[src/rtl/core/a85_pkg.sv]
// Shared types and constants for the base-85 stream encoder.
`default_nettype none

package a85_pkg;

    typedef logic [6:0] t_a85_char;

    // Reciprocal of 85 scaled by 2^38; exact quotient for every 32-bit dividend.
    localparam logic [31:0] C_RECIP      = 32'hC0C0_C0C1;
    localparam int          C_RECIP_SHR  = 38;
    localparam t_a85_char   C_BASE       = 7'd85;
    localparam t_a85_char   C_OFFSET     = 7'h21;
    localparam t_a85_char   C_ZERO_CHAR  = 7'h7A;
    localparam t_a85_char   C_TILDE      = 7'h7E;
    localparam t_a85_char   C_GT         = 7'h3E;
    localparam t_a85_char   C_NEWLINE    = 7'h0A;
    localparam logic [2:0]  C_NDIG_FULL  = 3'd5;
    localparam logic [2:0]  C_STEP_LAST  = 3'd4;
    localparam logic [3:0]  C_TRAILER_LEN = 4'd3;
    localparam int          C_MAX_CHARS  = 8;

    // One group handed from the front to the converter.
    typedef struct packed {
        logic [31:0] word;
        logic [2:0]  ndig;
        logic        zero;
        logic        trailer;
    } t_a85_job;

    // Converted group: base-85 digits, least significant in entry 0.
    typedef struct packed {
        logic [4:0][6:0] dig;
        logic [2:0]      ndig;
        logic            zero;
        logic            trailer;
    } t_a85_grp;

    function automatic t_a85_char f_trailer(input logic [1:0] idx);
        t_a85_char ch;
        unique case (idx)
            2'd0:    ch = C_TILDE;
            2'd1:    ch = C_GT;
            2'd2:    ch = C_NEWLINE;
            default: ch = C_NEWLINE;
        endcase
        return ch;
    endfunction

endpackage

`default_nettype wire

[src/rtl/core/ascii85_stream_encoder.sv]
// Top level of the base-85 stream encoder: front, job queue, converter, emitter.
//
//  Channel | Direction | tdata                   | tlast
//  --------+-----------+-------------------------+--------------------------------
//  s_*     | in        | sample[15:0] (byte 15:8)| end_of_data
//  m_*     | out       | out_char[6:0], pad bit 7| run_last (last char of an item)
//
// A byte is taken every cycle while the job queue has room; a group passes through
// the converter with one reciprocal divide by 85 per digit, and its characters leave
// at one per cycle while m_tready is high. Reset (i_rst_n low at a clock edge) empties
// the queue and drops any partial group. A stalled m side fills the emitter, then the
// converter, then the queue, and only then drops s_tready.
`default_nettype none

module ascii85_stream_encoder import a85_pkg::*; #(
    parameter int P_QUEUE_DEPTH = 4
) (
    input  wire logic        i_clk,
    input  wire logic        i_rst_n,
    input  wire logic        s_tvalid,
    output logic             s_tready,
    input  wire logic [15:0] s_tdata,   // [15:0] sample
    input  wire logic        s_tlast,
    output logic             m_tvalid,
    input  wire logic        m_tready,
    output logic [7:0]       m_tdata,   // [6:0] out_char, [7] always zero
    output logic             m_tlast
);

    logic     w_push, w_full, w_pop, w_qvalid, w_cvalid, w_take;
    t_a85_job w_job_in, w_job_out;
    t_a85_grp w_grp;

    a85_front u_front (
        .i_clk    (i_clk),
        .i_rst_n  (i_rst_n),
        .i_valid  (s_tvalid),
        .o_ready  (s_tready),
        .i_sample (s_tdata),
        .i_last   (s_tlast),
        .i_full   (w_full),
        .o_push   (w_push),
        .o_job    (w_job_in)
    );

    a85_fifo #(
        .P_DEPTH (P_QUEUE_DEPTH)
    ) u_fifo (
        .i_clk   (i_clk),
        .i_rst_n (i_rst_n),
        .i_push  (w_push),
        .i_data  (w_job_in),
        .o_full  (w_full),
        .i_pop   (w_pop),
        .o_valid (w_qvalid),
        .o_data  (w_job_out)
    );

    a85_conv u_conv (
        .i_clk   (i_clk),
        .i_rst_n (i_rst_n),
        .i_valid (w_qvalid),
        .o_pop   (w_pop),
        .i_job   (w_job_out),
        .o_valid (w_cvalid),
        .i_take  (w_take),
        .o_grp   (w_grp)
    );

    a85_emit u_emit (
        .i_clk    (i_clk),
        .i_rst_n  (i_rst_n),
        .i_valid  (w_cvalid),
        .o_take   (w_take),
        .i_grp    (w_grp),
        .o_tvalid (m_tvalid),
        .i_tready (m_tready),
        .o_tdata  (m_tdata),
        .o_tlast  (m_tlast)
    );

endmodule

`default_nettype wire

[src/rtl/core/a85_front.sv]
// Input side: gathers bytes into groups and issues conversion jobs.
`default_nettype none

module a85_front import a85_pkg::*; (
    input  wire logic     i_clk,
    input  wire logic     i_rst_n,
    input  wire logic     i_valid,
    output logic          o_ready,
    input  wire logic [15:0] i_sample,
    input  wire logic     i_last,
    input  wire logic     i_full,
    output logic          o_push,
    output t_a85_job      o_job
);

    logic [23:0] r_bytes, n_bytes;
    logic [1:0]  r_cnt, n_cnt;
    logic [7:0]  w_byte;
    logic        w_accept;
    logic        w_group_full;

    assign w_byte       = i_sample[15:8];
    assign o_ready      = !i_full;
    assign w_accept     = i_valid && o_ready;
    assign w_group_full = (r_cnt == 2'd3);
    assign o_push       = w_accept && (w_group_full || i_last);

    always_comb begin
        // Left-justify the bytes; a partial group is padded with zeros.
        unique case (r_cnt)
            2'd0: o_job.word = {w_byte, 24'h0};
            2'd1: o_job.word = {r_bytes[7:0], w_byte, 16'h0};
            2'd2: o_job.word = {r_bytes[15:0], w_byte, 8'h0};
            2'd3: o_job.word = {r_bytes, w_byte};
            default: o_job.word = {r_bytes, w_byte};
        endcase
        o_job.ndig    = w_group_full ? C_NDIG_FULL : (3'(r_cnt) + 3'd2);
        o_job.zero    = w_group_full && (o_job.word == 32'h0);
        o_job.trailer = i_last;
    end

    always_comb begin
        n_bytes = r_bytes;
        n_cnt   = r_cnt;
        if (w_accept) begin
            if (w_group_full || i_last) begin
                n_cnt = 2'd0;
            end else begin
                n_cnt   = r_cnt + 2'd1;
                n_bytes = {r_bytes[15:0], w_byte};
            end
        end
    end

    always_ff @(posedge i_clk) begin
        if (!i_rst_n) begin
            r_cnt   <= 2'd0;
            r_bytes <= 24'h0;
        end else begin
            r_cnt   <= n_cnt;
            r_bytes <= n_bytes;
        end
    end

endmodule

`default_nettype wire

[src/rtl/core/a85_fifo.sv]
// Short job queue between the front and the converter.
`default_nettype none

module a85_fifo import a85_pkg::*; #(
    parameter int P_DEPTH = 4
) (
    input  wire logic     i_clk,
    input  wire logic     i_rst_n,
    input  wire logic     i_push,
    input  wire t_a85_job i_data,
    output logic          o_full,
    input  wire logic     i_pop,
    output logic          o_valid,
    output t_a85_job      o_data
);

    localparam int AW = (P_DEPTH > 1) ? $clog2(P_DEPTH) : 1;
    localparam int CW = $clog2(P_DEPTH + 1);

    t_a85_job        r_mem [P_DEPTH];
    logic [AW-1:0]   r_wr, r_rd;
    logic [CW-1:0]   r_count;

    function automatic logic [AW-1:0] f_next(input logic [AW-1:0] ptr);
        return (ptr == AW'(P_DEPTH - 1)) ? '0 : ptr + AW'(1);
    endfunction

    assign o_full  = (r_count == CW'(P_DEPTH));
    assign o_valid = (r_count != '0);
    assign o_data  = r_mem[r_rd];

    always_ff @(posedge i_clk) begin
        if (i_push) begin
            r_mem[r_wr] <= i_data;
        end
    end

    always_ff @(posedge i_clk) begin
        if (!i_rst_n) begin
            r_wr    <= '0;
            r_rd    <= '0;
            r_count <= '0;
        end else begin
            if (i_push) r_wr <= f_next(r_wr);
            if (i_pop)  r_rd <= f_next(r_rd);
            priority if (i_push && !i_pop) begin
                r_count <= r_count + CW'(1);
            end else if (i_pop && !i_push) begin
                r_count <= r_count - CW'(1);
            end else begin
                r_count <= r_count;
            end
        end
    end

`ifndef SYNTHESIS
    a_no_overflow: assert property (@(posedge i_clk) disable iff (!i_rst_n)
        i_push |-> (!o_full || i_pop))
        else $error("job queue written while full");
    a_no_underflow: assert property (@(posedge i_clk) disable iff (!i_rst_n)
        i_pop |-> o_valid)
        else $error("job queue read while empty");
`endif

endmodule

`default_nettype wire

[src/rtl/core/a85_conv.sv]
// Base-85 converter: one reciprocal divide by 85 per cycle, five digits per job.
`default_nettype none

module a85_conv import a85_pkg::*; (
    input  wire logic     i_clk,
    input  wire logic     i_rst_n,
    input  wire logic     i_valid,
    output logic          o_pop,
    input  wire t_a85_job i_job,
    output logic          o_valid,
    input  wire logic     i_take,
    output t_a85_grp      o_grp
);

    logic        r_busy, r_done;
    logic [2:0]  r_step;
    logic [31:0] r_cur;
    t_a85_char   r_prev;
    t_a85_grp    r_grp;
    logic [63:0] w_prod;
    logic [31:0] n_quot;
    t_a85_char   w_rem;

    assign o_pop   = i_valid && !r_busy && (!r_done || i_take);
    assign o_valid = r_done;
    assign o_grp   = r_grp;

    assign w_prod = {32'h0, r_cur} * {32'h0, C_RECIP};
    assign n_quot = 32'(w_prod[63:C_RECIP_SHR]);
    // Remainder of the previous value from its registered quotient; low bits suffice.
    assign w_rem  = r_prev - 7'(r_cur[6:0] * C_BASE);

    always_ff @(posedge i_clk) begin
        if (!i_rst_n) begin
            r_busy <= 1'b0;
            r_done <= 1'b0;
            r_step <= 3'd0;
        end else begin
            priority if (o_pop) begin
                r_busy <= 1'b1;
                r_done <= 1'b0;
                r_step <= 3'd0;
            end else if (r_busy) begin
                if (r_step == C_STEP_LAST) begin
                    r_busy <= 1'b0;
                    r_done <= 1'b1;
                end else begin
                    r_step <= r_step + 3'd1;
                end
            end else if (r_done && i_take) begin
                r_done <= 1'b0;
            end
        end
    end

    always_ff @(posedge i_clk) begin
        if (o_pop) begin
            r_cur         <= i_job.word;
            r_grp.ndig    <= i_job.ndig;
            r_grp.zero    <= i_job.zero;
            r_grp.trailer <= i_job.trailer;
        end else if (r_busy) begin
            r_cur  <= n_quot;
            r_prev <= r_cur[6:0];
            for (int k = 0; k < 4; k++) begin
                if (r_step == 3'(k + 1)) r_grp.dig[k] <= w_rem;
            end
            // Top digit is the final quotient itself.
            if (r_step == C_STEP_LAST) r_grp.dig[4] <= r_cur[6:0];
        end
    end

`ifndef SYNTHESIS
    a_busy_done_excl: assert property (@(posedge i_clk) disable iff (!i_rst_n)
        !(r_busy && r_done))
        else $error("converter busy and done at once");
    a_finish: assert property (@(posedge i_clk) disable iff (!i_rst_n)
        (r_busy && (r_step == C_STEP_LAST)) |=> (r_done && !r_busy))
        else $error("converter missed its last step");
`endif

endmodule

`default_nettype wire

[src/rtl/core/a85_emit.sv]
// Output side: lays out a group's characters, shifts them out one per cycle when ready.
`default_nettype none

module a85_emit import a85_pkg::*; (
    input  wire logic     i_clk,
    input  wire logic     i_rst_n,
    input  wire logic     i_valid,
    output logic          o_take,
    input  wire t_a85_grp i_grp,
    output logic          o_tvalid,
    input  wire logic     i_tready,
    output logic [7:0]    o_tdata,
    output logic          o_tlast
);

    t_a85_char  r_chars [C_MAX_CHARS];
    t_a85_char  w_chars [C_MAX_CHARS];
    logic [3:0] r_cnt, w_len;
    logic [2:0] w_lead;
    logic [3:0] w_idx [C_MAX_CHARS];
    logic       w_xfer, w_load_ok;

    assign w_xfer    = o_tvalid && i_tready;
    assign w_load_ok = (r_cnt == 4'd0) || ((r_cnt == 4'd1) && i_tready);
    assign o_take    = i_valid && w_load_ok;

    assign o_tvalid = (r_cnt != 4'd0);
    assign o_tdata  = {1'b0, r_chars[0]};
    assign o_tlast  = (r_cnt == 4'd1);

    assign w_lead = i_grp.zero ? 3'd1 : i_grp.ndig;
    assign w_len  = {1'b0, w_lead} + (i_grp.trailer ? C_TRAILER_LEN : 4'd0);

    always_comb begin
        for (int p = 0; p < C_MAX_CHARS; p++) begin
            w_idx[p] = 4'(p) - {1'b0, w_lead};
            priority if (i_grp.zero && (p == 0)) begin
                w_chars[p] = C_ZERO_CHAR;
            end else if (!i_grp.zero && (4'(p) < {1'b0, i_grp.ndig})) begin
                // Most significant digit first.
                w_chars[p] = i_grp.dig[(p < 5) ? (4 - p) : 0] + C_OFFSET;
            end else if (w_idx[p] < C_TRAILER_LEN) begin
                w_chars[p] = f_trailer(w_idx[p][1:0]);
            end else begin
                w_chars[p] = C_NEWLINE;
            end
        end
    end

    always_ff @(posedge i_clk) begin
        if (!i_rst_n) begin
            r_cnt <= 4'd0;
        end else if (o_take) begin
            r_cnt <= w_len;
        end else if (w_xfer) begin
            r_cnt <= r_cnt - 4'd1;
        end
    end

    always_ff @(posedge i_clk) begin
        if (o_take) begin
            for (int p = 0; p < C_MAX_CHARS; p++) r_chars[p] <= w_chars[p];
        end else if (w_xfer) begin
            // Advance the line by one character.
            for (int p = 0; p < C_MAX_CHARS - 1; p++) r_chars[p] <= r_chars[p + 1];
        end
    end

`ifndef SYNTHESIS
    a_len_bound: assert property (@(posedge i_clk) disable iff (!i_rst_n)
        r_cnt <= 4'(C_MAX_CHARS))
        else $error("character count out of range");
    a_run_end: assert property (@(posedge i_clk) disable iff (!i_rst_n)
        (w_xfer && o_tlast && !o_take) |=> !o_tvalid)
        else $error("output still valid after last character of a run");
`endif

endmodule

`default_nettype wire
[config.mk]
export PLATFORM = sky130hd
export DESIGN_NAME = ascii85_stream_encoder
export DESIGN_NICKNAME = d
export VERILOG_FILES = /design/src/rtl/core/a85_pkg.sv /design/src/rtl/core/ascii85_stream_encoder.sv /design/src/rtl/core/a85_front.sv /design/src/rtl/core/a85_fifo.sv /design/src/rtl/core/a85_conv.sv /design/src/rtl/core/a85_emit.sv
export SDC_FILE = /design/constraint.sdc
export NUM_CORES = 1
export LEC_CHECK = 0
export ABC_AREA = 1
export BUFFER_PORTS_ARGS = -buffer_cell sky130_fd_sc_hd__clkbuf_2
export CORE_AREA = 2 2 340 342
export CTS_CLUSTER_DIAMETER = 30
export DETAILED_ROUTE_END_ITERATION = 16
export DIE_AREA = 0 0 342 344
export GPL_TIMING_DRIVEN = 0
export SLEW_MARGIN = 20
export SYNTH_ARGS = -nofsm -noshare
export SYNTH_HDL_FRONTEND = slang
export SYNTH_SLANG_ARGS = --single-unit
[constraint.sdc]
create_clock -name i_clk -period 16.9 [get_ports i_clk]
set_clock_uncertainty 0.05 [all_clocks]
set_input_delay 2.535 -clock i_clk [delete_from_list [all_inputs] [get_ports i_clk]]
set_output_delay 2.535 -clock i_clk [all_outputs]
set_load 0.01 [all_outputs]
## Word level (Yosys, flattened, before mapping)

Memory sizes are Yosys's and may differ from the RTL's. A register that Yosys moved wholly into a read port is not among the register bits.
Cells that the tools add are included.

- Input bits: 21
- Output and inout bits: 11
- Flip-flop bits (word level): 121
- Memories: 2
- Bits in writable memories: 204

Memory list:

| name | words | width | rd ports | clocked after Yosys merged registers in | write ports | line | RTL |
|---|---|---|---|---|---|---|---|
| u_fifo.r_mem | 4 | 37 | 1 | 1 | 1 | a85_fifo.sv:20 | `t_a85_job r_mem [P_DEPTH];` |
| u_emit.r_chars | 8 | 7 | 8 | 0 | 8 | a85_emit.sv:16 | `t_a85_char r_chars [C_MAX_CHARS];` |

- $lt $le $gt $ge: 15
- Mux-type cells: 59
- $add $sub $neg: 23
- Reductions and logical operators: 53
- Bitwise operators: 11
- $mul: 2
- Eq/ne operators: 20

Operator list:

| cell | count |
|---|---|
| 7-bit 2-to-1 mux | 23 |
| 32-bit case mux with 4 select lines | 1 |
| 7-bit case mux with 2 select lines | 8 |
| 32-bit by 32-bit multiplier with 64-bit output (second input constant) | 1 |
| 32-bit 2-to-1 mux | 2 |
| 7-bit by 6-bit adder with 7-bit output (second input constant) | 5 |
| 32-bit zero test | 1 |
| 4-bit by 2-bit less-than comparator with 1-bit output (second input constant) | 8 |
| 2-bit by 1-bit == test with 1-bit output (second input constant) | 9 |
| 1-bit logical AND | 18 |
| 2-bit zero test | 9 |
| 3-bit by 3-bit subtractor with 4-bit output (first input constant) | 4 |
| 1-bit 2-to-1 mux | 13 |
| 2-bit 2-to-1 mux | 6 |
| 3-bit 2-to-1 mux | 4 |
| 3-bit AND reduction | 4 |
| 3-bit less-than comparator (first input constant) | 3 |
| 2-bit == test (second input constant) | 4 |
| 4-bit 2-to-1 mux | 2 |
| 2-bit AND reduction | 4 |
| 2-bit nonzero test | 4 |
| 1-bit by 3-bit subtractor with 4-bit output (first input constant) | 2 |
| 2-bit by 3-bit subtractor with 4-bit output (first input constant) | 2 |
| 7-bit by 7-bit multiplier with 7-bit output (second input constant) | 1 |
| other kinds (22) | 45 |

## Longest topological paths before layout

Gate-level depths: netlist of run 1.

- Word-level depth: 9
- Mapped depth: 27
- Gate-level depth less buffers: 27

## Hierarchy

From an unflattened synthesis of run 1, not the netlist that was laid out.

- Cell total of the unflattened synthesis: 2946
- Area total of the unflattened synthesis: 26409.1 um^2

Modules (own cells, without submodules):

| module | area each (um^2) | cells an instance | instances |
|---|---|---|---|
| a85_conv | 15026.9 | 1765 | 1 |
| a85_fifo | 5949.5 | 418 | 1 |
| a85_emit | 3553.4 | 432 | 1 |
| a85_front | 1879.3 | 331 | 1 |

## Worst setup path before layout of run 1

No wires, ideal clock.

- Path kind: register -> register
- From: reg u_conv.r_cur[3]
- To: reg u_conv.r_cur[21], data pin
- Cell stages (with the launch flop): 23
- Arrival: 5.337 ns
- Period minus slack after synthesis: 5.640 ns
- Slack: 11.260 ns
- Library setup time: 0.253 ns
- Cell sequence: edfxtp_1 > ha_1 > ha_1 > inv_1 > fa_1 > inv_1 > fa_1 > inv_1 > fa_1 > fa_1 > fa_1 > inv_1 > ha_1 > ha_1 > nand2_1 > inv_1 > a21oi_1 > a21boi_0 > o21ai_1 > a21oi_1 > nand3_1 > nand3_1 > nand2_1

- Word-level cells in the longest chain between the ends: 3

Ends and longest elaborated chain:

| element | line | RTL |
|---|---|---|
| start, declared | a85_conv.sv:17 | `logic [31:0] r_cur;` |
| start signal, assigned | a85_conv.sv:58 | `r_cur <= i_job.word;` |
| start signal, assigned | a85_conv.sv:63 | `r_cur <= n_quot;` |
| 32-bit by 32-bit multiplier with 64-bit output | a85_conv.sv:28 | `assign w_prod = {32'h0, r_cur} * {32'h0, C_RECIP};` |
| 32-bit 2-to-1 mux | a85_conv.sv:62 | `end else if (r_busy) begin` |
| 32-bit 2-to-1 mux | a85_conv.sv:57 | `if (o_pop) begin` |

No other way between the ends. The select of a mux whose other input is x is not followed.
A chain may end at the register's enable or synchronous reset.

## Worst setup path after layout of run 1

- From: reg u_conv.r_cur[6]
- To: reg u_conv.r_cur[20], data pin

Same word-level chain as after synthesis.

==> results of run 1 <==
-- layout make-up --
| type | count | area (um2) |
|---|---|---|
| plain buffers | 65 | 335 |
| clock buffers | 81 | 1880 |
| clock inverters | 49 | 513 |
| fillers | 12066 | 83200 |
| inverters | 558 | 2100 |
| multi-input cells | 1880 | 14500 |
| flip-flops and latches | 322 | 9230 |
| well taps | 1512 | 1890 |
| repair buffers | 29 | 288 |
-- state kept, by name, indices dropped and copies added (netlist names), named ones only --
register / count
u_conv.r_cur: 32
u_conv.r_prev: 7
u_fifo.r_count: 3
u_front.r_cnt: 2
u_conv.o_valid: 1
u_fifo.r_wr: 2
u_front.r_bytes: 24
u_fifo.r_mem: 148
u_conv.r_busy: 1
u_emit.r_cnt: 4
u_conv.r_step: 3
u_fifo.r_rd: 2
u_conv.o_grp: 40
u_emit.r_chars: 51
-- placed cells by master (no fill, tap or decap), types with 6 or more instances in the layout --
cell,netlist,final
inv_1,524,524
nand2_1,429,428
ha_1,367,367
edfxtp_1,278,278
nor2_1,280,275
fa_1,172,172
o21ai_0,157,157
a21oi_1,139,139
nand3_1,76,76
clkbuf_16,0,73
dfxtp_1,44,44
o22ai_1,41,41
clkbuf_1,28,34
inv_2,29,29
xor2_1,23,23
clkbuf_2,0,22
a31oi_1,21,21
o21ai_1,22,21
buf_2,19,19
nor3_1,16,16
nand4_1,15,15
buf_4,14,14
nor2_2,12,13
xnor2_1,13,13
clkinv_1,4,13
clkinv_2,0,13
o21bai_1,12,12
o211ai_1,10,10
clkinvlp_4,0,9
nor2_4,4,8
nand3b_1,7,7
nor4_1,7,7
bufinv_16,0,7
o31ai_1,6,6
a21o_1,6,6
-- logic make-up (layout without fill, tap and decap cells) --
family | Yosys count | in the layout | share of synthesized area (%)
XOR/XNOR | 36 | 36 | 1.21
buffers and inverters | 623 | 782 | 9.32
AND/OR/NAND/NOR | 866 | 866 | 13.9
other | 1 | 1 | 0.0144
flip-flops | 322 | 322 | 35.4
adder cells (fa/ha/maj) | 539 | 539 | 30.8
AO/OA/AOI/OAI | 438 | 438 | 9.42
-- metrics by stage --
step | utilization [%] | setup slack [ns] | area, um2 | hold WS [ns] | std cells
floorplan | - | 11.26 | 26100 | 0.375 | 2825
global placement | 24.7 | 10.21 | 28100 | 0.394 | 4359
detailed placement | 24.9 | 10.29 | 28300 | 0.410 | 4366
CTS | 27.0 | 10.25 | 30700 | 0.416 | 4496
global route | 27.0 | 9.90 | 30700 | 0.449 | 4496
finish | 27.0 | 10.23 | 30700 | 0.411 | 4496
-- worst min-delay path, stage by stage (launching register included) --
cell     delay (ns)
dfxtp_1        0.29
inv_1          0.06
a21oi_1        0.06
-- worst max-delay path by stage --
stage,end
final,u_conv.r_cur[20]
after global placement,u_fifo.r_mem[2][34]
after detailed placement,u_conv.r_cur[20]
after global routing,u_conv.r_cur[20]
after CTS,u_conv.r_cur[20]
after floorplan,u_conv.r_cur[21]
-- metal layers --
| metal | GRT usage (%) | part of all wire, % |
|---|---|---|
| met1 | 16.4 | 46 |
| met2 | 20.2 | 46 |
| met3 | 1.69 | 5.5 |
| met4 | 3.68 | 2.8 |
| met5 | 0 | 0 |
==> metrics.txt, run 1 <==
# TYPE chip_impl_metric gauge
chip_impl_info{name="run_status",value="complete, no violations"} 1
chip_impl_metric{name="fmaxAchievable",unit="GHz"} 0.150
chip_impl_metric{name="placeableCoreArea",unit="mm2"} 0.114
chip_impl_info{name="min_path_type",value="reg2reg"} 1
chip_impl_metric{name="grt_remaining_overflow",unit=""} 0
chip_impl_metric{name="number_of_flops_mapped_to_enable_cells_by_yosys",unit=""} 278
chip_impl_metric{name="routedWlPerCell",unit="um"} 15.9
chip_impl_metric{name="grt_antenna_before_repair",unit=""} 0
chip_impl_info{name="ys_dominant_reg_cell",value="edfxtp_1"} 1
chip_impl_metric{name="final_net_count",unit=""} 3488
chip_impl_metric{name="synth-warning-count",unit=""} 0
chip_impl_metric{name="dr_pass1_iterations",unit=""} 5
chip_impl_metric{name="cts_setup_buffers",unit=""} 0
chip_impl_info{name="cts_tree",value="yes"} 1
chip_impl_metric{name="critical_path_buf_inv_count",unit=""} 4
chip_impl_metric{name="post_cts_gate_resize_count",unit=""} 0
chip_impl_metric{name="drive_gt1_share",unit="%"} 8.41
chip_impl_metric{name="placementRows",unit=""} 124
chip_impl_info{name="r2r-start",value="u_conv.r_cur[6]"} 1
chip_impl_info{name="timing.critical_path.max_delay_family",value="adder cells"} 1
chip_impl_metric{name="synthesis.area_per_instance",unit="um2"} 9.24
chip_impl_info{name="rsz0062_at_grt",value="false"} 1
chip_impl_metric{name="dieHeight",unit="um"} 344
chip_impl_metric{name="drcViolationCount",unit=""} 0
chip_impl_metric{name="setup_violation_total_in_the_final_timing_report",unit=""} 0
chip_impl_info{name="worstReg2RegEnd",value="u_conv.r_cur[20]"} 1
chip_impl_metric{name="grt_pass1_wl",unit="um"} 112000
chip_impl_metric{name="final.period_utilization",unit="%"} 39.5
chip_impl_metric{name="yosys_reg_bits",unit=""} 322
chip_impl_metric{name="mappedNetlistArea",unit="mm2"} 0.0261
chip_impl_info{name="hold_path_end",value="u_front.r_bytes[16]"} 1
chip_impl_metric{name="finalWirelength",unit="um"} 71300
chip_impl_metric{name="antenna_violating_nets_post_route",unit=""} 0
chip_impl_metric{name="die_area",unit="mm2"} 0.118
chip_impl_metric{name="die_w",unit="um"} 342
chip_impl_info{name="crit_path_top_delay_cell",value="edfxtp_1"} 1
chip_impl_metric{name="vias_per_cell",unit=""} 4.34
chip_impl_metric{name="synth.lib_cells_used.distinct",unit=""} 58
chip_impl_info{name="yosys-top-cells-area",value="edfxtp_1 32%, ha_1 18%, fa_1 13%, inv_1 7.5%, nand2_1 6.2%"} 1
chip_impl_metric{name="cp_slowest_stage_delay",unit="ns"} 0.57
chip_impl_metric{name="mappedNetlistNets",unit=""} 3385
chip_impl_metric{name="critical_path.max_fanout",unit=""} 6
chip_impl_metric{name="max-slew-margin-rel",unit="%"} 43.7
chip_impl_metric{name="max-clock-path-buffers",unit=""} 3
chip_impl_metric{name="grt_start_max_net_pins",unit=""} 25
chip_impl_metric{name="detailedRoute.firstIterationViolations",unit=""} 1401
chip_impl_metric{name="critical_path_required",unit="ns"} 17.15
chip_impl_metric{name="yosys.area.top_type_share",unit="%"} 32.0
chip_impl_metric{name="hold_depth",unit=""} 2
chip_impl_metric{name="timing.critical_path.depth",unit=""} 25
chip_impl_metric{name="clk_latency_worst_skew_pair",unit="ns"} 0.60
chip_impl_metric{name="gp_congestion",unit=""} 0.966
chip_impl_info{name="critical_path.most_common_cell",value="nand2_1"} 1
chip_impl_metric{name="cts_made_buffers",unit=""} 72
chip_impl_metric{name="cts.sink_count",unit=""} 322
chip_impl_metric{name="grt_usage",unit="%"} 12.2
chip_impl_metric{name="worst_slew_pin_slew",unit="ns"} 0.843
chip_impl_metric{name="worst-r2r-cell-count",unit=""} 25
chip_impl_metric{name="grt_pass1_vias",unit=""} 19775
chip_impl_metric{name="syn-instance-count",unit=""} 2825
chip_impl_metric{name="report.final.slew_viol_count",unit=""} 0
chip_impl_info{name="setup.worst_path.start",value="u_conv.r_cur[6]"} 1
chip_impl_info{name="synth_largest_area_cell",value="edfxtp_1"} 1
chip_impl_metric{name="timing.critical_path.arrival",unit="ns"} 6.92
chip_impl_metric{name="clkSlewWorstSetupHoldPaths",unit="ns"} 0.05
chip_impl_metric{name="antenna-diode-count",unit=""} 0
chip_impl_metric{name="postSynth.asyncResetShare",unit="%"} 0
chip_impl_metric{name="num_io_pins",unit=""} 32
chip_impl_info{name="most_frequently_used_cell_type_in_the_post_synthesis_netlist",value="inv_1"} 1
chip_impl_metric{name="detailedPlacementHpwl",unit="um"} 58400
chip_impl_metric{name="area_delta_synth_final",unit="%"} 17.7
chip_impl_metric{name="ctsHoldBuffers",unit=""} 0
chip_impl_metric{name="effective_utilization_at_floorplan",unit="%"} 22.9
chip_impl_info{name="crit_type",value="reg2reg"} 1
chip_impl_metric{name="cap_viol_max_count",unit=""} 0
chip_impl_metric{name="htree_num_levels",unit=""} 3
chip_impl_info{name="hold_crit_start",value="u_front.r_bytes[16]"} 1
chip_impl_metric{name="regToRegSetupSlack",unit="ns"} 10.23
chip_impl_info{name="critPathCaptureType",value="flip-flop"} 1
chip_impl_info{name="clock-root-buffer",value="clkbuf_16"} 1
chip_impl_metric{name="timing.final.hold_violations",unit=""} 0
chip_impl_metric{name="numPortBuffers",unit=""} 22
chip_impl_metric{name="layout_min_cycle_time",unit="ns"} 6.67
chip_impl_metric{name="vias_post_dr",unit=""} 19507
chip_impl_metric{name="fin_setup_tns",unit="ns"} 0
chip_impl_info{name="critical_path.startpoint_type",value="flip-flop"} 1
chip_impl_info{name="netlist_top_cells_count",value="524 x inv_1, 429 x nand2_1, 367 x ha_1, 280 x nor2_1, 278 x edfxtp_1"} 1
chip_impl_metric{name="synth_seq_area_share",unit="%"} 35.4
Power of run 1 is not shown: default switching activity piles up to over one toggle a cycle in this logic, so the estimate is an artifact.
==> run 2: changes to the inputs <==
Clock period 16.9 ns to 5.8 ns, I/O delays scaled along.
==> run 2 against run 1 <==
- the run now ends with setup timing left
- final cell count increased by 1.8%
- critical path depth decreased by 5
- first-iteration DRC count increased by 11%
- sequential cell count unchanged
- worst setup slack got worse by 10 ns
- utilization increased by 2.3 points
- fmax increased by 12%
- die area unchanged
- critical endpoint is now u_conv.r_cur[11]
- highest routed layer unchanged
==> metrics.txt, run 2 (synthesis gave the netlist of run 1 again) <==
# TYPE chip_impl_metric gauge
chip_impl_info{name="run_status",value="finished with violations"} 1
chip_impl_metric{name="final.period_utilization",unit="%"} 103
chip_impl_info{name="rsz0062_at_grt",value="true"} 1
chip_impl_metric{name="layout_min_cycle_time",unit="ns"} 5.98
chip_impl_metric{name="cts_made_buffers",unit=""} 72
chip_impl_metric{name="fmaxAchievable",unit="GHz"} 0.167
chip_impl_info{name="critical_path.most_common_cell",value="ha_1"} 1
chip_impl_metric{name="max-slew-margin-rel",unit="%"} 43.7
chip_impl_info{name="critical_path.startpoint_type",value="flip-flop"} 1
chip_impl_metric{name="die_w",unit="um"} 342
chip_impl_metric{name="gp_congestion",unit=""} 0.966
chip_impl_info{name="cts_tree",value="yes"} 1
chip_impl_metric{name="grt_pass1_wl",unit="um"} 115000
chip_impl_metric{name="drive_gt1_share",unit="%"} 21.0
chip_impl_metric{name="dp_slack",unit="ns"} -0.814
chip_impl_metric{name="filler_instances",unit=""} 11727
chip_impl_metric{name="report.final.slew_viol_count",unit=""} 0
chip_impl_metric{name="timing.final.hold_violations",unit=""} 0
chip_impl_info{name="clock-root-buffer",value="clkbuf_16"} 1
chip_impl_metric{name="clkSlewWorstSetupHoldPaths",unit="ns"} 0.04
chip_impl_info{name="layout_commonest_cell",value="inv_1"} 1
chip_impl_metric{name="vias_per_cell",unit=""} 4.45
chip_impl_metric{name="cap_viol_max_count",unit=""} 0
chip_impl_metric{name="cts.sink_count",unit=""} 322
chip_impl_metric{name="dr_pass1_iterations",unit=""} 6
chip_impl_metric{name="finalWirelength",unit="um"} 75800
chip_impl_metric{name="drcViolationCount",unit=""} 0
chip_impl_metric{name="setup_violation_total_in_the_final_timing_report",unit=""} 8
chip_impl_metric{name="detailedRoute.firstIterationViolations",unit=""} 1560
chip_impl_metric{name="detailedPlacementHpwl",unit="um"} 58400
chip_impl_metric{name="critical_path_buf_inv_count",unit=""} 2
chip_impl_metric{name="grt_start_max_net_pins",unit=""} 25
chip_impl_metric{name="clk_latency_worst_skew_pair",unit="ns"} 0.60
chip_impl_metric{name="numPortBuffers",unit=""} 22
chip_impl_metric{name="timing.critical_path.arrival",unit="ns"} 6.24
chip_impl_metric{name="dieHeight",unit="um"} 344
chip_impl_metric{name="worst_slack",unit="ns"} -0.176
chip_impl_metric{name="grt_pass1_vias",unit=""} 20346
chip_impl_info{name="r2r-start",value="u_conv.r_cur[19]"} 1
chip_impl_info{name="timing.critical_path.max_delay_family",value="adder cells"} 1
chip_impl_metric{name="num_io_pins",unit=""} 32
chip_impl_info{name="crit_type",value="reg2reg"} 1
chip_impl_metric{name="routedWlPerCell",unit="um"} 16.6
chip_impl_metric{name="critical_path_required",unit="ns"} 6.07
chip_impl_info{name="layout.cells.most_common_list",value="501 x inv_1, 369 x nand2_1, 288 x ha_1"} 1
chip_impl_metric{name="grt_remaining_overflow",unit=""} 0
chip_impl_metric{name="die_area",unit="mm2"} 0.118
chip_impl_info{name="violations_in_the_final_reports",value="setup timing"} 1
chip_impl_metric{name="effective_utilization_at_floorplan",unit="%"} 22.9
chip_impl_info{name="setup.worst_path.start",value="u_conv.r_cur[19]"} 1
chip_impl_info{name="crit_path_top_delay_cell",value="fa_2"} 1
chip_impl_metric{name="ctsHoldBuffers",unit=""} 0
chip_impl_metric{name="cp_slowest_stage_delay",unit="ns"} 0.58
chip_impl_metric{name="antenna_violating_nets_post_route",unit=""} 0
chip_impl_metric{name="regToRegSetupSlack",unit="ns"} -0.18
chip_impl_metric{name="critical_path.max_fanout",unit=""} 4
chip_impl_metric{name="placeableCoreArea",unit="mm2"} 0.114
chip_impl_metric{name="largest_register_ffs",unit=""} 148
chip_impl_info{name="largest-register",value="u_fifo.r_mem"} 1
chip_impl_metric{name="grt_usage",unit="%"} 12.5
chip_impl_info{name="hold_crit_start",value="u_front.r_bytes[16]"} 1
chip_impl_info{name="min_path_type",value="reg2reg"} 1
chip_impl_metric{name="area_delta_synth_final",unit="%"} 27.8
chip_impl_metric{name="placementRows",unit=""} 124
chip_impl_metric{name="max-clock-path-buffers",unit=""} 3
chip_impl_info{name="critPathCaptureType",value="flip-flop"} 1
chip_impl_metric{name="worst_slew_pin_slew",unit="ns"} 0.843
chip_impl_info{name="cp_cell_sequence",value="ha_1 > ha_1 > ha_1 > inv_1 > fa_1 > fa_1 > inv_1 > fa_2 > fa_1 > ha_1 > ha_4 > nand2_2 > nor2_4 > nand2_1 > nor3_1 > nand4_1 > nand3_1 > nand2_1 > nand3_2 > nand2_1"} 1
chip_impl_metric{name="grt_antenna_before_repair",unit=""} 0
chip_impl_metric{name="antenna-diode-count",unit=""} 0
chip_impl_metric{name="final_net_count",unit=""} 3569
chip_impl_metric{name="htree_num_levels",unit=""} 3
chip_impl_metric{name="vias_post_dr",unit=""} 20374
## run 2: cell count changes in the layout (fill, tap and decap cells not counted), sizes merged
| cell | delta |
|---|---|
| buf | +81 |
## run 2: what timing repair did
action / 4_1_cts / 5_1_grt
setup endpoints to repair: 26 / 26
resized for setup: 193 / 230
pin swaps: 68 / 148
cloned: 0 / 0
buffers inserted: 54 / 27
## run 2: cell type report
cell class	instances	area [um2]	area share, %
plain buffers	65	335	1.01
clock buffers	81	1880	5.63
clock inverters	49	513	1.54
inverters	558	2110	6.32
multi-input cells	1880	16500	49.4
flip-flops and latches	322	9230	27.7
well taps	1512	1890	5.67
repair buffers	110	937	2.81
## run 2: worst paths after layout
kind                          to  cells past startpoint
max reg2reg     u_conv.r_cur[11]                     20
min reg2reg  u_front.r_bytes[16]                      2
max             u_conv.r_cur[11]                     20
min          u_front.r_bytes[16]                      2
## run 2: per-layer routing
| metal | GRT usage (%) | part of all wire [%] | routed length (um) |
|---|---|---|---|
| met5 | 0 | 0 | 0 |
| met4 | 3.72 | 3.4 | 2580 |
| met3 | 1.63 | 5.6 | 4230 |
| met2 | 21.2 | 47 | 35800 |
| met1 | 16.6 | 44 | 33300 |
## run 2: worst reg2reg max path: cells and delay by family (launching register included)
kind,cells,cell delay (ns)
adders and majority gates,9,3.67
and+or+nand+nor,9,1.38
DFF,1,0.47
buffers and inverters,2,0.12
## run 2: through the flow
step	instance area, um2	hold slack [ns]	cells	util, %	TNS, ns
2_1_floorplan	26100	0.375	2825	-	0
3_3_place_gp	28100	0.394	4359	24.7	-15.01
3_5_place_dp	28300	0.410	4366	24.9	-15.33
4_1_cts	32100	0.416	4550	28.2	-0.0232
5_1_grt	33400	0.449	4577	29.3	-3.48
6_report	33400	0.411	4577	29.3	-0.537
Power of run 2 is left out for the same reason.
